--- src/sv/tws_pkg.sv ---
// Shared types, constants and state encoding for the timing wheel scheduler.
package tws_pkg;

    localparam int unsigned SLOTS_DEF         = 64;
    localparam int unsigned SLOT_DEPTH_DEF    = 8;
    localparam int unsigned PENDING_DEPTH_DEF = 16;

    localparam logic [15:0] TICK_PERIOD_RST = 16'd50;

    localparam logic       MODE_SCHED = 1'b0;
    localparam logic       MODE_TICK  = 1'b1;

    localparam logic [1:0] ST_FIRED     = 2'd0;
    localparam logic [1:0] ST_LATE      = 2'd1;
    localparam logic [1:0] ST_SLOT_FULL = 2'd2;
    localparam logic [1:0] ST_PEND_FULL = 2'd3;

    typedef struct packed {
        logic        mode;
        logic [15:0] event_id;
        logic [31:0] time_value;
    } t_in_word;

    typedef struct packed {
        logic [15:0] event_id_res;
        logic [1:0]  status;
        logic        last;
    } t_out_word;

    typedef enum logic [3:0] {
        S_IDLE,
        S_PFULL,
        S_FRD,
        S_FWAIT,
        S_SRD,
        S_SEMIT,
        S_PCHK,
        S_PSEL,
        S_PDUE,
        S_DIV,
        S_DRD,
        S_DWAIT,
        S_DFULL,
        S_FINISH
    } t_state;

endpackage

--- src/sv/tws_div.sv ---
// Iterative restoring divider, one quotient bit per cycle.
module tws_div import tws_pkg::*; (
    input  logic        i_clk,
    input  logic        i_rst_n,
    input  logic        i_start,
    input  logic [31:0] i_dividend,
    input  logic [15:0] i_divisor,
    output logic        o_done,
    output logic [31:0] o_quot
);

    logic        r_busy;
    logic [5:0]  r_cnt;
    logic [16:0] r_rem;
    logic [31:0] r_q;
    logic [15:0] r_div;
    logic        r_done;

    logic [16:0] trial;
    logic        fits;

    assign trial = {r_rem[15:0], r_q[31]};
    assign fits  = (trial >= {1'b0, r_div});

    always_ff @(posedge i_clk) begin
        if (!i_rst_n) begin
            r_busy <= 1'b0;
            r_cnt  <= '0;
            r_done <= 1'b0;
        end else begin
            r_done <= !i_start && r_busy && (r_cnt == 6'd31);
            if (i_start) begin
                r_busy <= 1'b1;
                r_cnt  <= '0;
            end else if (r_busy) begin
                r_cnt <= r_cnt + 6'd1;
                if (r_cnt == 6'd31) begin
                    r_busy <= 1'b0;
                end
            end
        end
    end

    always_ff @(posedge i_clk) begin
        if (i_start) begin
            r_rem <= '0;
            r_q   <= i_dividend;
            r_div <= i_divisor;
        end else if (r_busy) begin
            r_rem <= fits ? (trial - {1'b0, r_div}) : trial;
            r_q   <= {r_q[30:0], fits};
        end
    end

    assign o_done = r_done;
    assign o_quot = r_q;

endmodule

--- config.mk ---
export PLATFORM = sky130hd
export DESIGN_NAME = tws_div
export DESIGN_NICKNAME = d
export VERILOG_FILES = /design/src/sv/tws_pkg.sv /design/src/sv/tws_div.sv
export SDC_FILE = /design/constraint.sdc
export NUM_CORES = 1
export LEC_CHECK = 0
export BUFFER_PORTS_ARGS = -buffer_cell sky130_fd_sc_hd__buf_4
export CORE_ASPECT_RATIO = 1.1
export CORE_UTILIZATION = 54
export CTS_CLUSTER_SIZE = 14
export DETAILED_ROUTE_END_ITERATION = 10
export PLACE_DENSITY = 0.82
export SYNTH_ARGS = -nofsm -noshare
export SYNTH_HDL_FRONTEND = slang
export SYNTH_SLANG_ARGS = --single-unit
--- constraint.sdc ---
create_clock -name i_clk -period 2.9 [get_ports i_clk]
set_input_delay 0.87 -clock i_clk [delete_from_list [all_inputs] [get_ports i_clk]]
set_output_delay 0.87 -clock i_clk [all_outputs]
set_load 0.02 [all_outputs]
* Yosys cells after proc, flatten, opt, wreduce, memory -nomap -nowiden
Cells that the tools add are included.
** Storage, ports and cells
- Register bits after elaboration :: 72
- Bits of input ports :: 51
** Operators by class
- Add/subtract/negate cells :: 2
- Magnitude comparators :: 1
- Eq/ne operators :: 1
- Muxes and demuxes :: 6
- Bitwise logic cells :: 1
- Reduce and logical (&&, ||, !) cells :: 5
** Operator list (number)
- 2-to-1 mux 32 bit :: 2
- greater-or-equal comparator 17 x 16 -> 1 bit :: 1
- 2-to-1 mux 16 bit :: 1
- subtractor 16 bit :: 1
- adder 6 x 1 -> 6 bit, second input constant :: 1
- equality test 6 x 5 -> 1 bit, second input constant :: 1
- 2-to-1 mux 1 bit :: 3
- logical AND 1 bit :: 2
- nonzero test 2 bit :: 1
- OR reduction 2 bit :: 1
- logical NOT 1 bit :: 1
- inverter 1 bit :: 1

* Logic depth before layout (Yosys ltp)
Gate-level depths: netlist of run 1.
- Depth in word-level cells :: 4
- Mapped depth :: 11
- Gate-level depth less buffers :: 10

* Worst setup path before layout of run 1
OpenSTA, ideal clock, no wires.
- Kind :: register to register
- Start :: reg r_q[31], in the netlist o_quot[31]
- End :: reg r_rem[0]
- Library setup time :: 79 ps
- Arrival :: 2350 ps
- Required time :: 2821 ps
- Path slack :: 470 ps
- Cell stages (with the launch flop) :: 11
- Buffers on the path :: 1
- Path through :: edfxtp_1 > inv_1 > ha_1 > nand2b_1 > a211oi_2 > o211ai_1 > o211a_1 > o221ai_2 > buf_6 > mux2_1 > a211oi_2
** On the way
- Cells in the longest elaborated chain, start to end :: 2
** Ends and longest elaborated chain
- start, declared :: line tws_div.sv:15 : logic [31:0] r_q;
- start signal, assigned :: line tws_div.sv:47 : r_q <= i_dividend;
- start signal, assigned :: line tws_div.sv:51 : r_q <= {r_q[30:0], fits};
- subtractor 16 bit or greater-or-equal comparator 17 x 16 -> 1 bit (tied branches) :: line tws_div.sv:50, tws_div.sv:23
- 2-to-1 mux 16 bit (*) :: line tws_div.sv:50 : r_rem <= fits ? (trial - {1'b0, r_div}) : trial;
- end signal, assigned :: line tws_div.sv:50
- end, declared :: line tws_div.sv:14 : logic [16:0] r_rem;
Mark *: on every way between the ends. The rest lies on a longest branch, timed or not.
A chain may end at the register's enable or synchronous reset.

* Worst setup path after layout of run 1
- Start :: reg r_div[4]
- End :: reg r_rem[14]
** On the way
- Cells in the longest elaborated chain, start to end :: 2
** Ends and longest elaborated chain
- start, declared :: line tws_div.sv:16 : logic [15:0] r_div;
- start signal, assigned :: line tws_div.sv:48 : r_div <= i_divisor;
- subtractor 16 bit or greater-or-equal comparator 17 x 16 -> 1 bit (tied branches) :: line tws_div.sv:50, tws_div.sv:23
- 2-to-1 mux 16 bit (*) :: line tws_div.sv:50
Marked as above.

==> impl_metrics.csv, run 1 <==
group,metric,value,unit
logic_synthesis,synth_flop_cell,"edfxtp_1",
sta,fmax,388,MHz
global_routing,largest_net_degree_at_the_start_of_global_routing,34,
run_status,outcome,"finished clean",
pwr,clock_power_share,32.0,%
logic_synthesis,synthArstFlopShare,0,%
pwr,p_leak,0.00191,uW
place,place.gp.congestion,0.839,
critical_path,worst-setup-path-type,"reg -> reg",
layout,layout-area-overhead-vs-synth,24.6,%
sta,finalCritPeriodShare,88.8,%
pwr,pwr_density_cell,551,mW/mm2
detailed_routing,vias_per_cell,5.60,
clock_tree,cts.sink_count,72,
detailed_routing,drtAntennaViolNets,0,
sta,timing.final.hold_violations,0,
floorplan,number_of_rows_in_the_core_area,31,
layout,post_route_cells_drive_above_1_share,35.1,%
detailed_routing,drc,0,
logic_synthesis,synthesis.area_per_instance,11.6,um2
floorplan,chip_height,89.3,um
sta,grt_setup_unrepaired,"no",
sta,period_minus_slack,2580,ps
clock_tree,hold_buffers,0,
sta,worst_slew_margin_rel,64.1,%
logic_synthesis,post-synth-top-count-cell,"edfxtp_1",
global_routing,grt.total_usage,23.3,%
detailed_routing,detailroute.via_count,2788,
sta,drv_slew,0,
critical_path,path_max_fanout,8,
detailed_routing,drt_pass1_iterations,4,
logic_synthesis,number_of_synthesized_flops_with_an_enable_pin,48,
sta,setup_viol,0,
layout,n_antenna_cell,0,
detailed_routing,detailroute.wirelength.met3,595,um
clock_tree,htree_num_levels,3,
pwr,power_frac_seq,48.0,%
layout,area_occupied_by_multi_input_gates,0.00168,mm2
detailed_routing,routed-wl-met2,3940,um
sta,worstMarginPinSlew,538,ps
detailed_routing,wl_per_cell,15.9,um
critical_path,critical_path.endpoint_type,"flip-flop",
clock_tree,insertion_delay,340,ps
logic_synthesis,synth.top_cells.by_count,"edfxtp_1, mux2_2, nor2_1, dfxtp_1",
global_routing,grt_first_pass_wirelength,12600,um
logic_synthesis,synth.ff_latch_count,72,
logic_synthesis,synth_sequential_area_ratio,51.4,%
pwr,internal_power,1840,uW
pwr,ir_drop,0.000393,V
sta,fin_setup_tns,0,ps
logic_synthesis,mappedNetlistArea,0.00374,mm2
pwr,p_sw,726,uW
detailed_routing,highest_layer,"met4",
logic_synthesis,synthDominantAreaCellType,"edfxtp_1",
clock_tree,numCtsBuffers,9,
place,port_buffer_count,83,
pwr,p_comb_share,20.0,%
floorplan,initial_utilization,56.4,%
floorplan,design.core.area,0.00663,mm2
layout,sequential_cell_area,0.00192,mm2
floorplan,design.die.area,0.00727,mm2
global_routing,grt_overflow,0,
detailed_routing,detail_route.iter0.violations,110,
logic_synthesis,synth_nets,391,
floorplan,fp.dieW,81.4,um
floorplan,pin_count,84,
layout,total_nets_final,480,
detailed_routing,detail_route.wirelength.met1,3300,um
clock_tree,tritoncts_clock_tree,"done",
place,place.detailed.hpwl,5760,um
pwr,swShare,28.3,%
critical_path,cp.arrival,2790,ps
global_routing,first_global_vias,2842,
clock_tree,post_cts_resized,0,
clock_tree,cts.path.max_buffers,2,
layout,fill_cells,464,
sta,timing.clock.skew,13.0,ps
logic_synthesis,synth.yosys.warnings,0,
clock_tree,clkSlewWorstSetupHoldPaths,80,ps
logic_synthesis,synth_top_area_share,38.5,%
detailed_routing,wl,7910,um
clock_tree,post_cts_setup_buffer_count,0,
worst_hold_path,hold_path_class,"reg -> reg",
logic_synthesis,netlist_instances,322,
job,drv.max_cap_violation_count,0,
logic_synthesis,synth.area.top_cells,"edfxtp_1, dfxtp_1, mux2_2",
global_routing,antenna_found_initial,0,
clock_tree,ctsRootBufferMaster,"clkbuf_8",
critical_path,startpoint_type,"flip-flop",
sta,whs,485,ps
logic_synthesis,synth_cell_type_count,47,
critical_path,required,3110,ps
[kinds of logic after synthesis]
family	Yosys count	share of synthesized area (%)
AOI/OAI and AO/OA	54	10.0
xor gates and xnor gates	16	3.74
adders and majority gates	18	6.22
DFF	72	51.4
muxes	49	14.2
and+or+nand+nor	81	10.6
buffers and inverters	32	3.88
[power by group through the flow]
| stage | clock network [uW] | registers, uW | logic [uW] |
|---|---|---|---|
| after floorplan | 0 | 1300 | 268 |
| after global placement | 0 | 1250 | 498 |
| after detailed placement | 0 | 1250 | 514 |
| after CTS | 835 | 1230 | 516 |
| after global routing | 874 | 1240 | 557 |
| final | 822 | 1230 | 513 |
[path summary, 6_finish.rpt]
kind	from	endpoint	slack [ps]	cells after the start
worst max-delay path	r_div[4]	r_rem[14]	320	10
worst min register to register	r_rem[10]	r_rem[10]	490	2
worst max register to register	r_div[4]	r_rem[14]	320	10
worst min-delay path	r_rem[10]	r_rem[10]	490	2
[state kept, by name (all words and copies together), names as in the netlist]
register  count
o_done        1
o_quot       32
r_busy        1
r_cnt         6
r_div        16
r_rem        16
[stage by stage]
stage / setup slack [ps] / utilization (%) / std cells / instance area (um2) / power, uW
3_3_place_gp: 454 / 67.2 / 482 / 4460 / 1750
6_report: 325 / 70.3 / 498 / 4660 / 2570
4_1_cts: 329 / 70.3 / 498 / 4660 / 2580
3_5_place_dp: 352 / 67.2 / 482 / 4460 / 1770
2_1_floorplan: 470 / - / 322 / 3740 / 1570
5_1_grt: 149 / 70.3 / 498 / 4660 / 2670
[placed cells by master (no fill, tap or decap), types with 2 or more instances in the layout]
| cell type | count |
|---|---|
| a211oi_2 | 2 |
| edfxtp_1 | 48 |
| xnor2_1 | 10 |
| buf_4 | 88 |
| o211ai_1 | 4 |
| o31ai_2 | 2 |
| dfxtp_1 | 24 |
| a21o_1 | 3 |
| nand4b_1 | 2 |
| nand2b_1 | 6 |
| nand4_1 | 4 |
| nor2_1 | 30 |
| a21oi_1 | 14 |
| o21ai_0 | 6 |
| xor2_1 | 6 |
| nor3_1 | 4 |
| nand3b_1 | 2 |
| a211oi_1 | 8 |
| clkbuf_8 | 9 |
| mux2i_1 | 15 |
| nand2_1 | 21 |
| or3_1 | 3 |
| clkinv_4 | 2 |
| ha_1 | 17 |
| o21ai_1 | 8 |
| inv_1 | 21 |
| mux2_2 | 33 |
[area by class of cell]
class                   instances  share of cell area, %
clock buffers                   9                   2.66
clock inverters                 7                   1.69
inverters                      21                   1.69
multi-input cells             218                   35.9
flip-flops and latches         72                   41.2
well taps                      82                   2.20
repair buffers                 89                   14.6
[worst max-delay path, cell delays in order (launching register included)]
cell and delay, ps:
edfxtp_1 330, inv_1 40, ha_1 340, nand2_1 110
a211oi_2 300, o211ai_1 140, o211a_1 260, o221ai_2 340
buf_4 260, nor4b_2 240, o31ai_2 80
[layer usage]
| layer | up-vias | track usage (%) |
|---|---|---|
| li1 | 1355 | - |
| met1 | 1320 | 26.3 |
| met2 | 105 | 39.8 |
| met3 | 8 | 7.35 |
| met4 | 0 | 11.0 |
| met5 | - | 0 |
Note: power is estimated with default switching activity, not from simulation.
==> run 2: changes to the inputs <==
--- a/config.mk
+++ b/config.mk
@@ -10,6 +10,7 @@
 export CORE_UTILIZATION = 54
 export CTS_CLUSTER_SIZE = 14
 export DETAILED_ROUTE_END_ITERATION = 10
+export MAX_ROUTING_LAYER = met4
 export PLACE_DENSITY = 0.82
 export SYNTH_ARGS = -nofsm -noshare
 export SYNTH_HDL_FRONTEND = slang
==> run 2 against run 1 <==
Effect of this change: fmax hardly changed; critical path type unchanged; combinational power is essentially flat; worst hold slack improved by 4.6 ps; register-to-register slack about the same; highest routed layer unchanged; via count decreased by 0.25%; worst setup slack about the same.
==> impl_metrics.csv, run 2 (synthesized netlist as in run 1, its figures left out) <==
group,metric,value,unit
run_status,outcome,"finished clean",
clock_tree,ctsRootBufferMaster,"clkbuf_8",
critical_path,r2r_end,"r_rem[3]",
critical_path,cp.arrival,2780,ps
layout,layout-area-overhead-vs-synth,24.6,%
clock_tree,htree_num_levels,3,
sta,setup_viol,0,
layout,finish.cell_count_without_fillers,498,
clock_tree,post_cts_setup_buffer_count,0,
detailed_routing,routed-wl-met2,3870,um
floorplan,number_of_rows_in_the_core_area,31,
critical_path,critical_path.top_delay_family,"compound AO/OA/AOI/OAI gates",
worst_hold_path,hold_path_class,"reg -> reg",
sta,fin_setup_tns,0,ps
detailed_routing,detailroute.via_count,2781,
sta,worstMarginPinSlew,538,ps
detailed_routing,drt_pass1_iterations,4,
detailed_routing,detail_route.wirelength.met1,3400,um
global_routing,first_global_vias,2844,
critical_path,critical_path.endpoint_type,"flip-flop",
global_routing,largest_net_degree_at_the_start_of_global_routing,34,
critical_path,worstPathBufferInverterCount,2,
layout,total_nets_final,480,
layout,mostFrequentLayoutCell,"buf_4",
job,drv.max_cap_violation_count,0,
global_routing,grt_overflow,0,
pwr,p_comb_share,20.0,%
critical_path,critPathMaxStageDelay,350,ps
critical_path,critPathLaunch,"r_div[4]",
place,placed_cells_incl_taps,482,
floorplan,design.core.area,0.00663,mm2
sta,finalCritPeriodShare,88.8,%
place,place.detailed.hpwl,5760,um
global_routing,antenna_found_initial,0,
pwr,p_leak,0.00191,uW
pwr,swShare,28.3,%
clock_tree,post_cts_resized,0,
pwr,total_power,2570,uW
layout,largest_reg_flops,32,
pwr,power_frac_seq,48.0,%
pwr,clock_power_share,32.0,%
pwr,internal_power,1840,uW
sta,whs,490,ps
worst_hold_path,holdCritStartpoint,"r_rem[10]",
layout,area_of_all_placed_cells_without_fillers,0.00466,mm2
critical_path,startpoint_type,"flip-flop",
floorplan,initial_utilization,56.4,%
sta,grt_setup_unrepaired,"no",
critical_path,worst-setup-path-type,"reg -> reg",
worst_hold_path,whs_path_depth,2,
pwr,ir_drop,0.000394,V
clock_tree,clkSlewWorstSetupHoldPaths,80,ps
floorplan,chip_height,89.3,um
critical_path,crit_path_cell_trace,"inv_1 > ha_1 > nand2_1 > a211oi_2 > o211ai_1 > o211a_1 > o221ai_2 > buf_4 > mux2i_1 > a211oi_1",
floorplan,fp.dieW,81.4,um
clock_tree,tritoncts_clock_tree,"done",
sta,timing.final.hold_violations,0,
global_routing,grt.total_usage,24.0,%
sta,worst_slew_margin_rel,64.1,%
critical_path,crit-reg2reg-launch,"r_div[4]",
critical_path,regToRegSetupSlack,330,ps
place,post_dp_cell_area,0.00446,mm2
global_routing,grt_first_pass_wirelength,12700,um
layout,post_route_cells_drive_above_1_share,35.1,%
sta,period_minus_slack,2570,ps
clock_tree,numCtsBuffers,9,
sta,timing.clock.skew,14.1,ps
layout,n_antenna_cell,0,
pwr,p_sw,728,uW
critical_path,crit_slowest_cell,"o221ai_2",
clock_tree,cts.path.max_buffers,2,
critical_path,reg2regPathDepth,10,
detailed_routing,drtAntennaViolNets,0,
clock_tree,insertion_delay,350,ps
detailed_routing,wl,7900,um
detailed_routing,wl_per_cell,15.9,um
place,port_buffer_count,83,
sta,drv_slew,0,
clock_tree,cts.sink_count,72,
layout,final_cell_mix,"buf_4, edfxtp_1, mux2_2",
critical_path,required,3110,ps
detailed_routing,drc,0,
detailed_routing,detail_route.iter0.violations,113,
place,place.gp.congestion,0.852,
detailed_routing,highest_layer,"met4",
detailed_routing,detailroute.wirelength.met3,482,um
critical_path,path_max_fanout,7,
floorplan,pin_count,84,
floorplan,design.die.area,0.00727,mm2
clock_tree,hold_buffers,0,
pwr,pwr_density_cell,551,mW/mm2
detailed_routing,vias_per_cell,5.58,
sta,fmax,388,MHz
worst_hold_path,whs_endpoint,"r_rem[10]",
==> run 2: worst max-delay path by stage <==
stage                      to  depth (start not counted)
finish               r_rem[3]                         10
global route        r_rem[14]                         10
CTS                  r_rem[6]                         10
detailed placement  r_rem[14]                         10
global placement    r_rem[14]                          8
floorplan            r_rem[0]                         10
==> run 2: area by class of cell <==
cell class,count,area [um2]
clock buffer,9,124
clock inverter,7,78.8
fill,464,1970
inverter,21,78.8
multi-input combinational,218,1680
sequential,72,1920
tap,82,103
timing repair buffer,89,681
==> run 2: worst min-delay path, cell delays in order (launching register included) <==
cell and delay [ps]:
dfxtp_1 340, nand2_1 60, o21ai_1 50
==> run 2: stage by stage <==
stage                     utilization, %  setup slack (ps)
after floorplan                        -               470
after global placement              67.2               454
after detailed placement            67.2               352
after CTS                           70.3               329
after global routing                70.3               149
final                               70.3               325
==> run 2: power groups by stage <==
| stage | Clock [uW] | Sequential (uW) | Combinational, uW |
|---|---|---|---|
| 3_3_place_gp | 0 | 1250 | 498 |
| 6_report | 823 | 1230 | 514 |
| 3_5_place_dp | 0 | 1250 | 514 |
| 4_1_cts | 835 | 1230 | 516 |
| 5_1_grt | 878 | 1240 | 557 |
| 2_1_floorplan | 0 | 1300 | 268 |
==> run 2: per-layer routing <==
metal  GRT usage (%)  vias up
li1                -     1357
met1            27.1     1309
met2            40.0       98
met3            6.12       17
met4            10.7        0
met5               -        -
==> run 3: changes to the inputs <==
--- a/config.mk
+++ b/config.mk
@@ -6,12 +6,12 @@
 export NUM_CORES = 1
 export LEC_CHECK = 0
 export BUFFER_PORTS_ARGS = -buffer_cell sky130_fd_sc_hd__buf_4
-export CORE_ASPECT_RATIO = 1.1
 export CORE_UTILIZATION = 54
 export CTS_CLUSTER_SIZE = 14
 export DETAILED_ROUTE_END_ITERATION = 10
 export MAX_ROUTING_LAYER = met4
 export PLACE_DENSITY = 0.82
+export SETUP_SLACK_MARGIN = 0.15
 export SYNTH_ARGS = -nofsm -noshare
 export SYNTH_HDL_FRONTEND = slang
 export SYNTH_SLANG_ARGS = --single-unit
==> run 3 against run 2 <==
Effect of this change: non-clock buffer count grew 2; global-route usage down 1.2 points; combinational power hardly changed; largest power group unchanged; worst setup slack better by 96 ps; cell area down 0.40%; clock-buffer cell count is 2 higher; fmax is 3.9% higher; sequential power hardly changed; critical endpoint is now r_rem[9]; sequential cell count did not move; first-iteration DRC count is 23% higher.
==> impl_metrics.csv, run 3 (synthesized netlist as in run 1, its figures left out) <==
group,metric,value,unit
layout,layout-area-overhead-vs-synth,24.1,%
floorplan,pin_count,84,
pwr,p_sw,693,uW
floorplan,number_of_rows_in_the_core_area,29,
pwr,pwr_density_cell,544,mW/mm2
critical_path,cp.arrival,2710,ps
sta,timing.final.hold_violations,0,
layout,postLayoutCoreUtil,71.1,%
floorplan,design.core.area,0.00653,mm2
layout,total_nets_final,482,
clock_tree,htree_num_levels,3,
detailed_routing,drc,0,
layout,post_route_cells_drive_above_1_share,35.2,%
clock_tree,clkSlewWorstSetupHoldPaths,80,ps
critical_path,critical_path.endpoint_type,"flip-flop",
floorplan,chip_height,85.3,um
place,dp_slack,475,ps
clock_tree,post_cts_setup_buffer_count,0,
pwr,internal_power,1830,uW
place,placed_cells_incl_taps,479,
detailed_routing,wl,7650,um
clock_tree,post_cts_resized,0,
critical_path,worst-setup-path-type,"reg -> reg",
layout,sequential_cell_area,0.00192,mm2
sta,finalCritPeriodShare,85.5,%
floorplan,design.die.area,0.00727,mm2
pwr,ir_drop,0.000398,V
job,drv.max_cap_violation_count,0,
critical_path,startpoint_type,"flip-flop",
clock_tree,hold_buffers,0,
sta,fin_setup_tns,0,ps
layout,finish.cell_count_without_fillers,495,
place,place.gp.congestion,0.862,
detailed_routing,detailroute.via_count,2753,
sta,finalWorstSetupSlack,421,ps
place,post_dp_cell_area,0.00446,mm2
global_routing,first_global_vias,2728,
sta,timing.clock.skew,10.1,ps
global_routing,grt_first_pass_wirelength,12300,um
sta,worstMarginPinSlew,520,ps
global_routing,grt_overflow,0,
pwr,p_leak,0.00191,uW
clock_tree,ctsRootBufferMaster,"clkbuf_8",
clock_tree,cts.sink_count,72,
global_routing,grt.total_usage,22.8,%
sta,drv_slew,0,
floorplan,initial_utilization,57.3,%
clock_tree,tritoncts_clock_tree,"done",
layout,n_antenna_cell,0,
pwr,power_frac_seq,48.8,%
detailed_routing,vias_per_cell,5.56,
pwr,p_comb_share,20.2,%
critical_path,required,3130,ps
place,place.detailed.hpwl,5640,um
pwr,swShare,27.4,%
global_routing,largest_net_degree_at_the_start_of_global_routing,33,
global_routing,antenna_found_initial,0,
clock_tree,cts.path.max_buffers,2,
sta,fmax,403,MHz
clock_tree,numCtsBuffers,9,
layout,final_cell_mix,"buf_4, edfxtp_1, mux2_2",
place,port_buffer_count,83,
pwr,clock_power_share,31.0,%
run_status,outcome,"finished clean",
detailed_routing,drtAntennaViolNets,0,
sta,setup_viol,0,
worst_hold_path,hold_path_class,"reg -> reg",
layout,mostFrequentLayoutCell,"buf_4",
sta,grt_setup_unrepaired,"no",
sta,worst_slew_margin_rel,65.3,%
critical_path,path_max_fanout,8,
clock_tree,insertion_delay,350,ps
layout,largest_reg_flops,32,
layout,fill_cells,495,
layout,area_occupied_by_multi_input_gates,0.00168,mm2
detailed_routing,detail_route.iter0.violations,139,
detailed_routing,wl_per_cell,15.5,um
floorplan,fp.dieW,85.3,um
detailed_routing,drt_pass1_iterations,5,
sta,period_minus_slack,2480,ps
layout,area_of_all_placed_cells_without_fillers,0.00464,mm2
run 3: changes by cell type in the layout (fill, tap and decap cells not counted), sizes merged:
cell,change
inv,-1
buf,+2
clkbuf,+2
clkinv,-1
run 3: area by class of cell:
type | count | share of cell area (%)
clock inverters | 5 | 1.21
inverters | 21 | 1.70
repair buffers | 91 | 14.7
clock buffers | 11 | 2.83
flip-flops and latches | 72 | 41.4
well taps | 77 | 2.07
multi-input cells | 218 | 36.1
run 3: worst paths after layout:
| kind | to | slack (ps) | cells after the start | from |
|---|---|---|---|---|
| min | r_rem[4] | 470 | 2 | r_rem[4] |
| max reg2reg | r_rem[9] | 420 | 8 | r_div[14] |
| max | r_rem[9] | 420 | 8 | r_div[14] |
| min reg2reg | r_rem[4] | 470 | 2 | r_rem[4] |
run 3: power by group through the flow:
stage / Combinational [uW] / Sequential (uW) / Clock (uW)
2_1_floorplan: 268 / 1300 / 0
3_3_place_gp: 498 / 1250 / 0
3_5_place_dp: 511 / 1250 / 0
4_1_cts: 513 / 1230 / 792
5_1_grt: 554 / 1240 / 828
6_report: 511 / 1230 / 781
run 3: critical path, stage by stage, from the launching register on:
cell	delay, ps
edfxtp_1	350
inv_1	50
ha_1	410
nand4b_1	170
or4_1	510
o221ai_2	260
buf_4	260
mux2i_1	250
a211oi_1	100
run 3: per-stage QoR:
stage | hold slack [ps] | power (uW)
5_1_grt | 501 | 2620
3_3_place_gp | 456 | 1750
6_report | 473 | 2520
3_5_place_dp | 468 | 1770
2_1_floorplan | 442 | 1570
4_1_cts | 479 | 2540
run 3: routing by layer:
| layer | part of all wire (%) | wire length [um] | vias to the layer above | global-route usage (%) |
|---|---|---|---|---|
| met5 | 0 | 0 | - | - |
| met4 | 0.91 | 70 | 0 | 5.91 |
| met3 | 5.6 | 429 | 9 | 7.00 |
| met2 | 49 | 3730 | 76 | 37.5 |
| met1 | 45 | 3420 | 1310 | 27.6 |
| li1 | - | - | 1358 | - |
